--- src/rtl/bounded_deque_with_search_top_macros.svh ---
// Assertion macros for the deque block.
`ifndef BOUNDED_DEQUE_WITH_SEARCH_TOP_MACROS_SVH
`define BOUNDED_DEQUE_WITH_SEARCH_TOP_MACROS_SVH

`ifndef ASSERT_OFF
// Check a property on every rising clock edge outside reset.
`define BDQ_ASSERT(lbl, prop, msg) \
  lbl: assert property (@(posedge clk_i) disable iff (!rst_ni) (prop)) else $error(msg);
// Check that a condition never holds outside reset.
`define BDQ_ASSERT_NEVER(lbl, cond, msg) \
  lbl: assert property (@(posedge clk_i) disable iff (!rst_ni) !(cond)) else $error(msg);
`else
`define BDQ_ASSERT(lbl, prop, msg)
`define BDQ_ASSERT_NEVER(lbl, cond, msg)
`endif

`endif

--- src/rtl/bdq_pkg.sv ---
`default_nettype none

package bdq_pkg;

  localparam int unsigned CAPACITY_DEF = 16;
  localparam int unsigned DATA_W       = 32;
  localparam int unsigned CMD_W        = 3;
  localparam int unsigned ST_W         = 3;

  // Command codes
  localparam logic [CMD_W-1:0] CMD_PUSH_FRONT = 3'd0;
  localparam logic [CMD_W-1:0] CMD_PUSH_REAR  = 3'd1;
  localparam logic [CMD_W-1:0] CMD_POP_FRONT  = 3'd2;
  localparam logic [CMD_W-1:0] CMD_POP_REAR   = 3'd3;
  localparam logic [CMD_W-1:0] CMD_LIST       = 3'd4;
  localparam logic [CMD_W-1:0] CMD_SEARCH     = 3'd5;

  // Status codes
  localparam logic [ST_W-1:0] ST_OK        = 3'd0;
  localparam logic [ST_W-1:0] ST_EMPTY     = 3'd1;
  localparam logic [ST_W-1:0] ST_FULL      = 3'd2;
  localparam logic [ST_W-1:0] ST_NOT_FOUND = 3'd3;
  localparam logic [ST_W-1:0] ST_FOUND     = 3'd4;

  // Operation applied to every cell of the chain in the same cycle
  typedef enum logic [2:0] {
    OP_HOLD,
    OP_PUSH_FRONT,
    OP_PUSH_REAR,
    OP_POP_FRONT,
    OP_ROTATE
  } cell_op_e;

  typedef struct packed {
    cell_op_e            op;
    logic [DATA_W-1:0]   value;
  } cell_ctl_t;

  typedef struct packed {
    logic                empty;
    logic                full;
    logic [DATA_W-1:0]   head_data;
  } chain_sts_t;

endpackage

`default_nettype wire

--- src/rtl/bdq_cell.sv ---
`default_nettype none

module bdq_cell import bdq_pkg::*; (
  input  wire logic              clk_i,
  input  wire logic              rst_ni,
  input  wire cell_ctl_t         ctl_i,
  input  wire logic [DATA_W-1:0] head_data_i,
  input  wire logic [DATA_W-1:0] prev_data_i,
  input  wire logic              prev_valid_i,
  input  wire logic [DATA_W-1:0] next_data_i,
  input  wire logic              next_valid_i,
  output logic      [DATA_W-1:0] data_o,
  output logic                   valid_o
);

  logic [DATA_W-1:0] data_q, data_d;
  logic              valid_q, valid_d;

  // Work out this cell's next word from its neighbours, the push word or the front word
  always_comb begin
    data_d  = data_q;
    valid_d = valid_q;
    case (ctl_i.op)
      OP_PUSH_FRONT: begin
        data_d  = prev_data_i;
        valid_d = prev_valid_i;
      end
      OP_PUSH_REAR: begin
        if (prev_valid_i && !valid_q) begin
          data_d  = ctl_i.value;
          valid_d = 1'b1;
        end
      end
      OP_POP_FRONT: begin
        data_d  = next_data_i;
        valid_d = next_valid_i;
      end
      OP_ROTATE: begin
        // the last valid cell takes the front word, the other valid cells move one place forward
        if (valid_q) begin
          data_d = next_valid_i ? next_data_i : head_data_i;
        end
      end
      default: begin
        data_d  = data_q;
        valid_d = valid_q;
      end
    endcase
  end

  always_ff @(posedge clk_i or negedge rst_ni) begin
    if (!rst_ni) begin
      valid_q <= 1'b0;
    end else begin
      valid_q <= valid_d;
    end
  end

  always_ff @(posedge clk_i) begin
    data_q <= data_d;
  end

  assign data_o  = data_q;
  assign valid_o = valid_q;

endmodule

`default_nettype wire

--- src/rtl/bdq_ctrl.sv ---
`default_nettype none

module bdq_ctrl import bdq_pkg::*; #(
  parameter int unsigned CAPACITY = CAPACITY_DEF,
  localparam int unsigned CW      = $clog2(CAPACITY + 1)
) (
  input  wire logic              clk_i,
  input  wire logic              rst_ni,
  input  wire logic              in_valid_i,
  output logic                   in_stall_o,
  input  wire logic [CMD_W-1:0]  command_i,
  input  wire logic [DATA_W-1:0] value_i,
  output logic                   out_valid_o,
  input  wire logic              out_stall_i,
  output logic      [ST_W-1:0]   status_o,
  output logic      [DATA_W-1:0] data_o,
  output logic                   last_o,
  input  wire chain_sts_t        sts_i,
  output cell_ctl_t              ctl_o,
  output logic      [CW-1:0]     count_o
);

  localparam logic [1:0] S_IDLE = 2'd0;
  localparam logic [1:0] S_WALK = 2'd1;
  localparam logic [1:0] S_PEND = 2'd2;

  localparam logic [1:0] M_LIST   = 2'd0;
  localparam logic [1:0] M_SEARCH = 2'd1;
  localparam logic [1:0] M_POPR   = 2'd2;

  logic [1:0]        state_q, state_d;
  logic [1:0]        mode_q, mode_d;
  logic [CW-1:0]     walk_q, walk_d;
  logic [CW-1:0]     count_q, count_d;
  logic [DATA_W-1:0] key_q, key_d;
  logic              found_q, found_d;
  logic [ST_W-1:0]   pend_status_q, pend_status_d;
  logic [DATA_W-1:0] pend_data_q, pend_data_d;
  logic              out_valid_q, out_valid_d;
  logic [ST_W-1:0]   out_status_q, out_status_d;
  logic [DATA_W-1:0] out_data_q, out_data_d;
  logic              out_last_q, out_last_d;

  logic              out_free;
  logic              accept;
  logic              match;
  logic              res_vld;
  logic [ST_W-1:0]   res_status;
  logic [DATA_W-1:0] res_data;
  logic              res_last;

  assign out_free   = !out_valid_q || !out_stall_i;
  assign in_stall_o = (state_q != S_IDLE);
  assign accept     = in_valid_i && !in_stall_o;
  assign match      = (sts_i.head_data == key_q);

  always_comb begin
    state_d       = state_q;
    mode_d        = mode_q;
    walk_d        = walk_q;
    count_d       = count_q;
    key_d         = key_q;
    found_d       = found_q;
    pend_status_d = pend_status_q;
    pend_data_d   = pend_data_q;
    out_status_d  = out_status_q;
    out_data_d    = out_data_q;
    out_last_d    = out_last_q;
    out_valid_d   = out_valid_q && out_stall_i;
    ctl_o.op      = OP_HOLD;
    ctl_o.value   = value_i;
    res_vld       = 1'b0;
    res_status    = ST_OK;
    res_data      = '0;
    res_last      = 1'b1;

    case (state_q)
      S_IDLE: begin
        // decode the command word
        if (accept) begin
          case (command_i)
            CMD_PUSH_FRONT, CMD_PUSH_REAR: begin
              res_vld = 1'b1;
              if (sts_i.full) begin
                res_status = ST_FULL;
              end else begin
                ctl_o.op = (command_i == CMD_PUSH_FRONT) ? OP_PUSH_FRONT : OP_PUSH_REAR;
                count_d  = count_q + CW'(1);
              end
            end
            CMD_POP_FRONT: begin
              res_vld = 1'b1;
              if (sts_i.empty) begin
                res_status = ST_EMPTY;
              end else begin
                ctl_o.op = OP_POP_FRONT;
                res_data = sts_i.head_data;
                count_d  = count_q - CW'(1);
              end
            end
            CMD_POP_REAR: begin
              if (sts_i.empty) begin
                res_vld    = 1'b1;
                res_status = ST_EMPTY;
              end else begin
                state_d = S_WALK;
                mode_d  = M_POPR;
                walk_d  = count_q - CW'(1);
              end
            end
            CMD_LIST, CMD_SEARCH: begin
              if (sts_i.empty) begin
                res_vld    = 1'b1;
                res_status = ST_EMPTY;
              end else begin
                state_d = S_WALK;
                mode_d  = (command_i == CMD_LIST) ? M_LIST : M_SEARCH;
                walk_d  = count_q;
                key_d   = value_i;
                found_d = 1'b0;
              end
            end
            default: begin
              res_vld = 1'b0;
            end
          endcase
        end
      end

      S_WALK: begin
        case (mode_q)
          M_LIST: begin
            // emit the front word and rotate, one word per free output slot
            if (out_free) begin
              ctl_o.op = OP_ROTATE;
              res_vld  = 1'b1;
              res_data = sts_i.head_data;
              res_last = (walk_q == CW'(1));
              walk_d   = walk_q - CW'(1);
              if (walk_q == CW'(1)) begin
                state_d = S_IDLE;
              end
            end
          end
          M_SEARCH: begin
            // compare the front word, rotate until the order is restored
            ctl_o.op = OP_ROTATE;
            found_d  = found_q | match;
            walk_d   = walk_q - CW'(1);
            if (walk_q == CW'(1)) begin
              res_vld    = 1'b1;
              res_status = (found_q || match) ? ST_FOUND : ST_NOT_FOUND;
              res_data   = key_q;
              state_d    = S_IDLE;
            end
          end
          M_POPR: begin
            // bring the rear word to the front, then drop it
            if (walk_q == '0) begin
              ctl_o.op = OP_POP_FRONT;
              res_vld  = 1'b1;
              res_data = sts_i.head_data;
              count_d  = count_q - CW'(1);
              state_d  = S_IDLE;
            end else begin
              ctl_o.op = OP_ROTATE;
              walk_d   = walk_q - CW'(1);
            end
          end
          default: begin
            state_d = S_IDLE;
          end
        endcase
      end

      S_PEND: begin
        // hand the held result to the output register
        if (out_free) begin
          res_vld    = 1'b1;
          res_status = pend_status_q;
          res_data   = pend_data_q;
          state_d    = S_IDLE;
        end
      end

      default: begin
        state_d = S_IDLE;
      end
    endcase

    // place a result in the output register, or hold it until there is room
    if (res_vld) begin
      if (out_free) begin
        out_valid_d  = 1'b1;
        out_status_d = res_status;
        out_data_d   = res_data;
        out_last_d   = res_last;
      end else begin
        pend_status_d = res_status;
        pend_data_d   = res_data;
        state_d       = S_PEND;
      end
    end
  end

  always_ff @(posedge clk_i or negedge rst_ni) begin
    if (!rst_ni) begin
      state_q     <= S_IDLE;
      mode_q      <= M_LIST;
      walk_q      <= '0;
      count_q     <= '0;
      found_q     <= 1'b0;
      out_valid_q <= 1'b0;
    end else begin
      state_q     <= state_d;
      mode_q      <= mode_d;
      walk_q      <= walk_d;
      count_q     <= count_d;
      found_q     <= found_d;
      out_valid_q <= out_valid_d;
    end
  end

  always_ff @(posedge clk_i) begin
    key_q         <= key_d;
    pend_status_q <= pend_status_d;
    pend_data_q   <= pend_data_d;
    out_status_q  <= out_status_d;
    out_data_q    <= out_data_d;
    out_last_q    <= out_last_d;
  end

  assign out_valid_o = out_valid_q;
  assign status_o    = out_status_q;
  assign data_o      = out_data_q;
  assign last_o      = out_last_q;
  assign count_o     = count_q;

endmodule

`default_nettype wire

--- src/rtl/bounded_deque_with_search_top.sv ---
// Push, pop front and commands on an empty queue: result registered on accept, or held while the output stalls.
// Pop rear: rotating the cell chain one place a cycle until the rear word is at the front, then popping it.
// List: N results, one a cycle while the output is free; search: one result once the chain is back in order.
// A new command is taken once the previous one has placed its last result in the output register.
// Reset clears the cell valid bits, the count and the control; stored words need no clearing.
`default_nettype none

`include "bounded_deque_with_search_top_macros.svh"

module bounded_deque_with_search_top import bdq_pkg::*; #(
  parameter int unsigned CAPACITY = CAPACITY_DEF
) (
  input  wire logic                     clk_i,
  input  wire logic                     rst_ni,
  input  wire logic                     in_valid_i,
  output logic                          in_stall_o,
  input  wire logic        [CMD_W-1:0]  command_i,
  input  wire logic signed [DATA_W-1:0] value_i,
  output logic                          out_valid_o,
  input  wire logic                     out_stall_i,
  output logic             [ST_W-1:0]   status_o,
  output logic signed      [DATA_W-1:0] data_o,
  output logic                          last_o
);

  localparam int unsigned CW = $clog2(CAPACITY + 1);

  cell_ctl_t         ctl;
  chain_sts_t        sts;
  logic [DATA_W-1:0] cell_data [CAPACITY];
  logic [CAPACITY-1:0] cell_valid;
  logic [CW-1:0]     count;
  logic [DATA_W-1:0] data_raw;

  bdq_ctrl #(
    .CAPACITY (CAPACITY)
  ) u_ctrl (
    .clk_i       (clk_i),
    .rst_ni      (rst_ni),
    .in_valid_i  (in_valid_i),
    .in_stall_o  (in_stall_o),
    .command_i   (command_i),
    .value_i     ($unsigned(value_i)),
    .out_valid_o (out_valid_o),
    .out_stall_i (out_stall_i),
    .status_o    (status_o),
    .data_o      (data_raw),
    .last_o      (last_o),
    .sts_i       (sts),
    .ctl_o       (ctl),
    .count_o     (count)
  );

  assign data_o = $signed(data_raw);

  // Build the chain: the front cell sees the push word, the rear cell an empty neighbour
  for (genvar i = 0; i < CAPACITY; i++) begin : g_cell
    logic [DATA_W-1:0] prev_data, next_data;
    logic              prev_valid, next_valid;

    if (i == 0) begin : g_front
      assign prev_data  = ctl.value;
      assign prev_valid = 1'b1;
    end else begin : g_mid_prev
      assign prev_data  = cell_data[i-1];
      assign prev_valid = cell_valid[i-1];
    end

    if (i == CAPACITY - 1) begin : g_rear
      assign next_data  = '0;
      assign next_valid = 1'b0;
    end else begin : g_mid_next
      assign next_data  = cell_data[i+1];
      assign next_valid = cell_valid[i+1];
    end

    bdq_cell u_cell (
      .clk_i        (clk_i),
      .rst_ni       (rst_ni),
      .ctl_i        (ctl),
      .head_data_i  (cell_data[0]),
      .prev_data_i  (prev_data),
      .prev_valid_i (prev_valid),
      .next_data_i  (next_data),
      .next_valid_i (next_valid),
      .data_o       (cell_data[i]),
      .valid_o      (cell_valid[i])
    );
  end

  assign sts.empty     = !cell_valid[0];
  assign sts.full      = cell_valid[CAPACITY-1];
  assign sts.head_data = cell_data[0];

  // The held entries always fill the chain from the front, and the count tracks them
  `BDQ_ASSERT(a_count_matches, $countones(cell_valid) == count, "count differs from cells")
  `BDQ_ASSERT_NEVER(a_valid_gap, (cell_valid & (cell_valid + 1'b1)) != '0, "gap in cell chain")
  `BDQ_ASSERT(a_rotate_keeps_fill, ctl.op == OP_ROTATE |=> $stable(cell_valid),
              "rotation changed fill")

endmodule

`default_nettype wire

--- config.mk ---
export PLATFORM = sky130hd
export DESIGN_NAME = bounded_deque_with_search_top
export DESIGN_NICKNAME = d
export VERILOG_FILES = /design/src/rtl/bdq_pkg.sv /design/src/rtl/bdq_cell.sv /design/src/rtl/bdq_ctrl.sv /design/src/rtl/bounded_deque_with_search_top.sv
export VERILOG_INCLUDE_DIRS = /design/src /design/src/rtl
export SDC_FILE = /design/constraint.sdc
export NUM_CORES = 1
export LEC_CHECK = 0
export ABC_CLOCK_PERIOD_IN_PS = 6150
export BUFFER_PORTS_ARGS = -buffer_cell sky130_fd_sc_hd__buf_2
export CORE_MARGIN = 3
export CORE_UTILIZATION = 45
export DETAILED_ROUTE_END_ITERATION = 8
export GPL_TIMING_DRIVEN = 1
export SYNTH_ARGS = -nofsm -noshare
export SYNTH_HDL_FRONTEND = slang
export SYNTH_SLANG_ARGS = --single-unit
--- constraint.sdc ---
create_clock -name clk_i -period 6.15 [get_ports clk_i]
set_input_delay 0.9225 -clock clk_i [delete_from_list [all_inputs] [get_ports clk_i]]
set_output_delay 0.9225 -clock clk_i [all_outputs]
set_load 0.03 [all_outputs]
==> flow_summary.json <==
{
  "io_pins": 77,
  "synthArstFlopShare_pct": 4.946,
  "hpwlAfterDp_um": 66170,
  "arrival_ns": 4.44,
  "post_cts_resized": 0,
  "rr_worst_depth": 7,
  "drc": 0,
  "synth_cells": 3187,
  "setup_viol": 0,
  "post-route-util_pct": 49.80,
  "route.met2.wl_um": 51710,
  "drt_iter0_markers": 3004,
  "finalCritPeriodShare_pct": 68.42,
  "row_count": 103,
  "cellPowerDensity_mw_per_mm2": 687.2,
  "drt-wirelength-per-cell_um": 26.94,
  "rrSetupSlack_ns": 1.94,
  "skew_ns": 0.03277,
  "tightest_slew_ns": 1.283,
  "cts_root_buf": "clkbuf_16",
  "num_vias": 27510,
  "tritoncts": "built",
  "fmaxAchievable_ghz": 0.2377,
  "synth.distinct_cells": 59,
  "wirelength_um": 112700,
  "cts_setup_buffers": 0,
  "hold_viol_final": 0,
  "final.setup.tns_ns": 0,
  "die_area_mm2": 0.08399,
  "ant_nets": 0,
  "worstSetupPathType": "reg2reg",
  "clkTransAtPathRegs_ns": 0.06,
  "clock_path_buffers": 3,
  "synth-seq-area-share_pct": 53.16,
  "crit_fanout": 70,
  "drt_pass1_iterations": 6,
  "rsz0062_at_grt": "no",
  "wl_met1_um": 47340,
  "grt-ovfl-total": 0,
  "max-vdd-ir-drop_mv": 0.3488,
  "worst_skew_pair.late_latency_ns": 0.63,
  "syn_area_mm2": 0.03625,
  "rr_endpoint": "g_cell[5].u_cell.data_o[8]",
  "grt_pass1_vias": 26850,
  "total_leakage_power_nw": 13.46,
  "timing.rr.start": "u_ctrl.state_q[1]",
  "period_needed_ns": 4.208,
  "yosysTopAreaCellShare_pct": 50.95,
  "core-area_mm2": 0.07939,
  "min_path_type": "in2async",
  "maxCapViolCount": 0,
  "numPortBuffers": 76,
  "top_layer_used": "met5",
  "die_w_um": 289.8,
  "grt_util_all_layers_pct": 25.85,
  "clkSinkCount": 647,
  "synth_edf_count": 615,
  "htree_num_levels": 3,
  "routed_via_density": 6.578,
  "ys_warn_count": 0,
  "ys_seq_elements": 647,
  "cts_made_buffers": 74,
  "status": "finished, final reports clean",
  "synth_fp_nets": 3231,
  "cp.required_ns": 6.38,
  "place_congestion": 0.8538,
  "synth_area_leader_cell": "edfxtp_1",
  "initial_utilization_pct": 45.66,
  "area_growth_syn_to_layout_pct": 9.075,
  "relSlewSlack_pct": 14.47,
  "grt_pass1_wl_um": 170200,
  "synth_area_per_cell_um2": 11.37,
  "final_layout_size_suffix_gt1_share_pct": 24.30,
  "end_kind": "flop",
  "cts_hold_buf": 0,
  "die_h_um": 289.8,
  "grt_max_degree": 159,
  "start_kind": "flop",
  "route.met3.wl_um": 10290,
  "antenna_found_initial": 5,
  "fillers": 7005,
  "slew_violations": 0,
  "synth_flop_cell": "edfxtp_1",
  "num-nets-final": 3115,
  "synth_area_leaders": "edfxtp_1 51%, mux2_2 14%, a22oi_1 8.6%, a21oi_1 6.2%, nor2_1 4.8%"
}
-- report_power, final --
group          switching [mW]  internal [mW]  leakage (nW)  total, mW
Clock                    1.87           2.45          1.13       4.31
Sequential               1.96           8.46          6.14       10.4
Combinational            7.72           4.72          6.20       12.4
Total                    11.5           15.6          13.5       27.2
-- placed cells by master (no fill, tap or decap), drive strengths merged, types with 10 or more instances in the layout --
master	Yosys	final
a21o	39	39
edfxtp	615	615
inv	13	18
xor2	37	37
buf	130	148
nand2b	16	16
o21ai	24	24
nand3	10	10
a31oi	12	12
mux2	448	448
clkbuf	210	94
a22o	35	35
dfrtp	32	32
clkinv	0	28
nor2	459	459
nand2	45	45
a22oi	417	417
and2	34	34
a221o	64	64
a21oi	464	464
-- stage by stage --
step | hold WS [ns] | std cells | area, µm² | total power [mW] | setup slack, ns
floorplan | 0.4619 | 3187 | 36250 | 18.74 | 1.384
global placement | 0.4843 | 4045 | 37210 | 22.22 | 1.723
detailed placement | 0.4861 | 4045 | 37210 | 22.68 | 1.731
CTS | 0.4053 | 4177 | 39520 | 27.02 | 2.006
global route | 0.4473 | 4177 | 39520 | 28.62 | 1.730
finish | 0.4077 | 4183 | 39540 | 27.17 | 1.942
-- metal layers --
| layer | vias up | track usage, % |
|---|---|---|
| li1 | 12010 | - |
| met1 | 13950 | 36.27 |
| met2 | 1332 | 40.50 |
| met3 | 223 | 4.967 |
| met4 | 4 | 8.421 |
| met5 | - | 0 |
-- logic make-up (layout without fill, tap and decap cells) --
logic type	count (synthesis)	after routing	share of synthesized area, %
xor gates and xnor gates	42	42	1.015
AOI/OAI and AO/OA	1082	1082	19.81
muxes	450	450	13.97
and+or+nand+nor	608	608	7.149
adders and majority gates	5	5	0.1726
DFF	647	647	53.16
other	0	6	0
buffers and inverters	353	293	4.725
-- worst max path at each step --
| stage | slack [ns] | startpoint | depth (start not counted) | to |
|---|---|---|---|---|
| finish | 1.94 | u_ctrl.state_q[1] | 7 | g_cell[5].u_cell.data_o[8] |
| global route | 1.73 | u_ctrl.state_q[1] | 7 | g_cell[5].u_cell.data_o[8] |
| CTS | 2.01 | u_ctrl.state_q[1] | 7 | g_cell[5].u_cell.data_o[8] |
| detailed placement | 1.73 | out_stall_i | 8 | g_cell[5].u_cell.data_o[31] |
| global placement | 1.72 | out_stall_i | 8 | g_cell[5].u_cell.data_o[31] |
| floorplan | 1.38 | in_valid_i | 6 | g_cell[12].u_cell.data_o[0] |
-- critical path: stages (launching register included) --
cell and delay [ns]:
dfrtp_1 0.46, and2b_1 0.53, nand3_1 0.35, a21oi_4 0.74, buf_4 0.72, a21oi_1 0.23, o21ai_4 0.17, buf_4 0.57
-- cell usage after synthesis (all sizes together) (10+ instances only) --
library cell,count
dfrtp,32
buf,130
mux2,448
xor2,37
o21ai,24
inv,13
a21o,39
and2,34
a22o,35
a22oi,417
a21oi,464
nand2b,16
a31oi,12
nor2,459
nand2,45
a221o,64
nand3,10
edfxtp,615
clkbuf,210
-- state kept, by name, indices dropped and copies added (netlist names), 2 cells and up --
register,cells
u_ctrl.pend_status_q,3
u_ctrl.state_q,2
u_ctrl.status_o,3
u_ctrl.mode_q,2
u_ctrl.pend_data_q,32
g_cell.u_cell.valid_o,16
u_ctrl.count_o,5
u_ctrl.walk_q,5
u_ctrl.key_q,32
u_ctrl.data_o,32
g_cell.u_cell.data_o,512
-- cell type report --
| type | count | area, µm² | share of cell area, % |
|---|---|---|---|
| Tap cell | 1050 | 1314 | 3.323 |
| Clock inverter | 38 | 297.8 | 0.7532 |
| Antenna cell | 6 | 15.01 | 0.03797 |
| Multi-Input combinational cell | 2187 | 15550 | 39.32 |
| Clock buffer | 94 | 2011 | 5.085 |
| Sequential cell | 647 | 19280 | 48.78 |
| Timing Repair Buffer | 148 | 1021 | 2.582 |
| Inverter | 13 | 48.80 | 0.1234 |
Note: power is estimated with default switching activity, not from simulation.
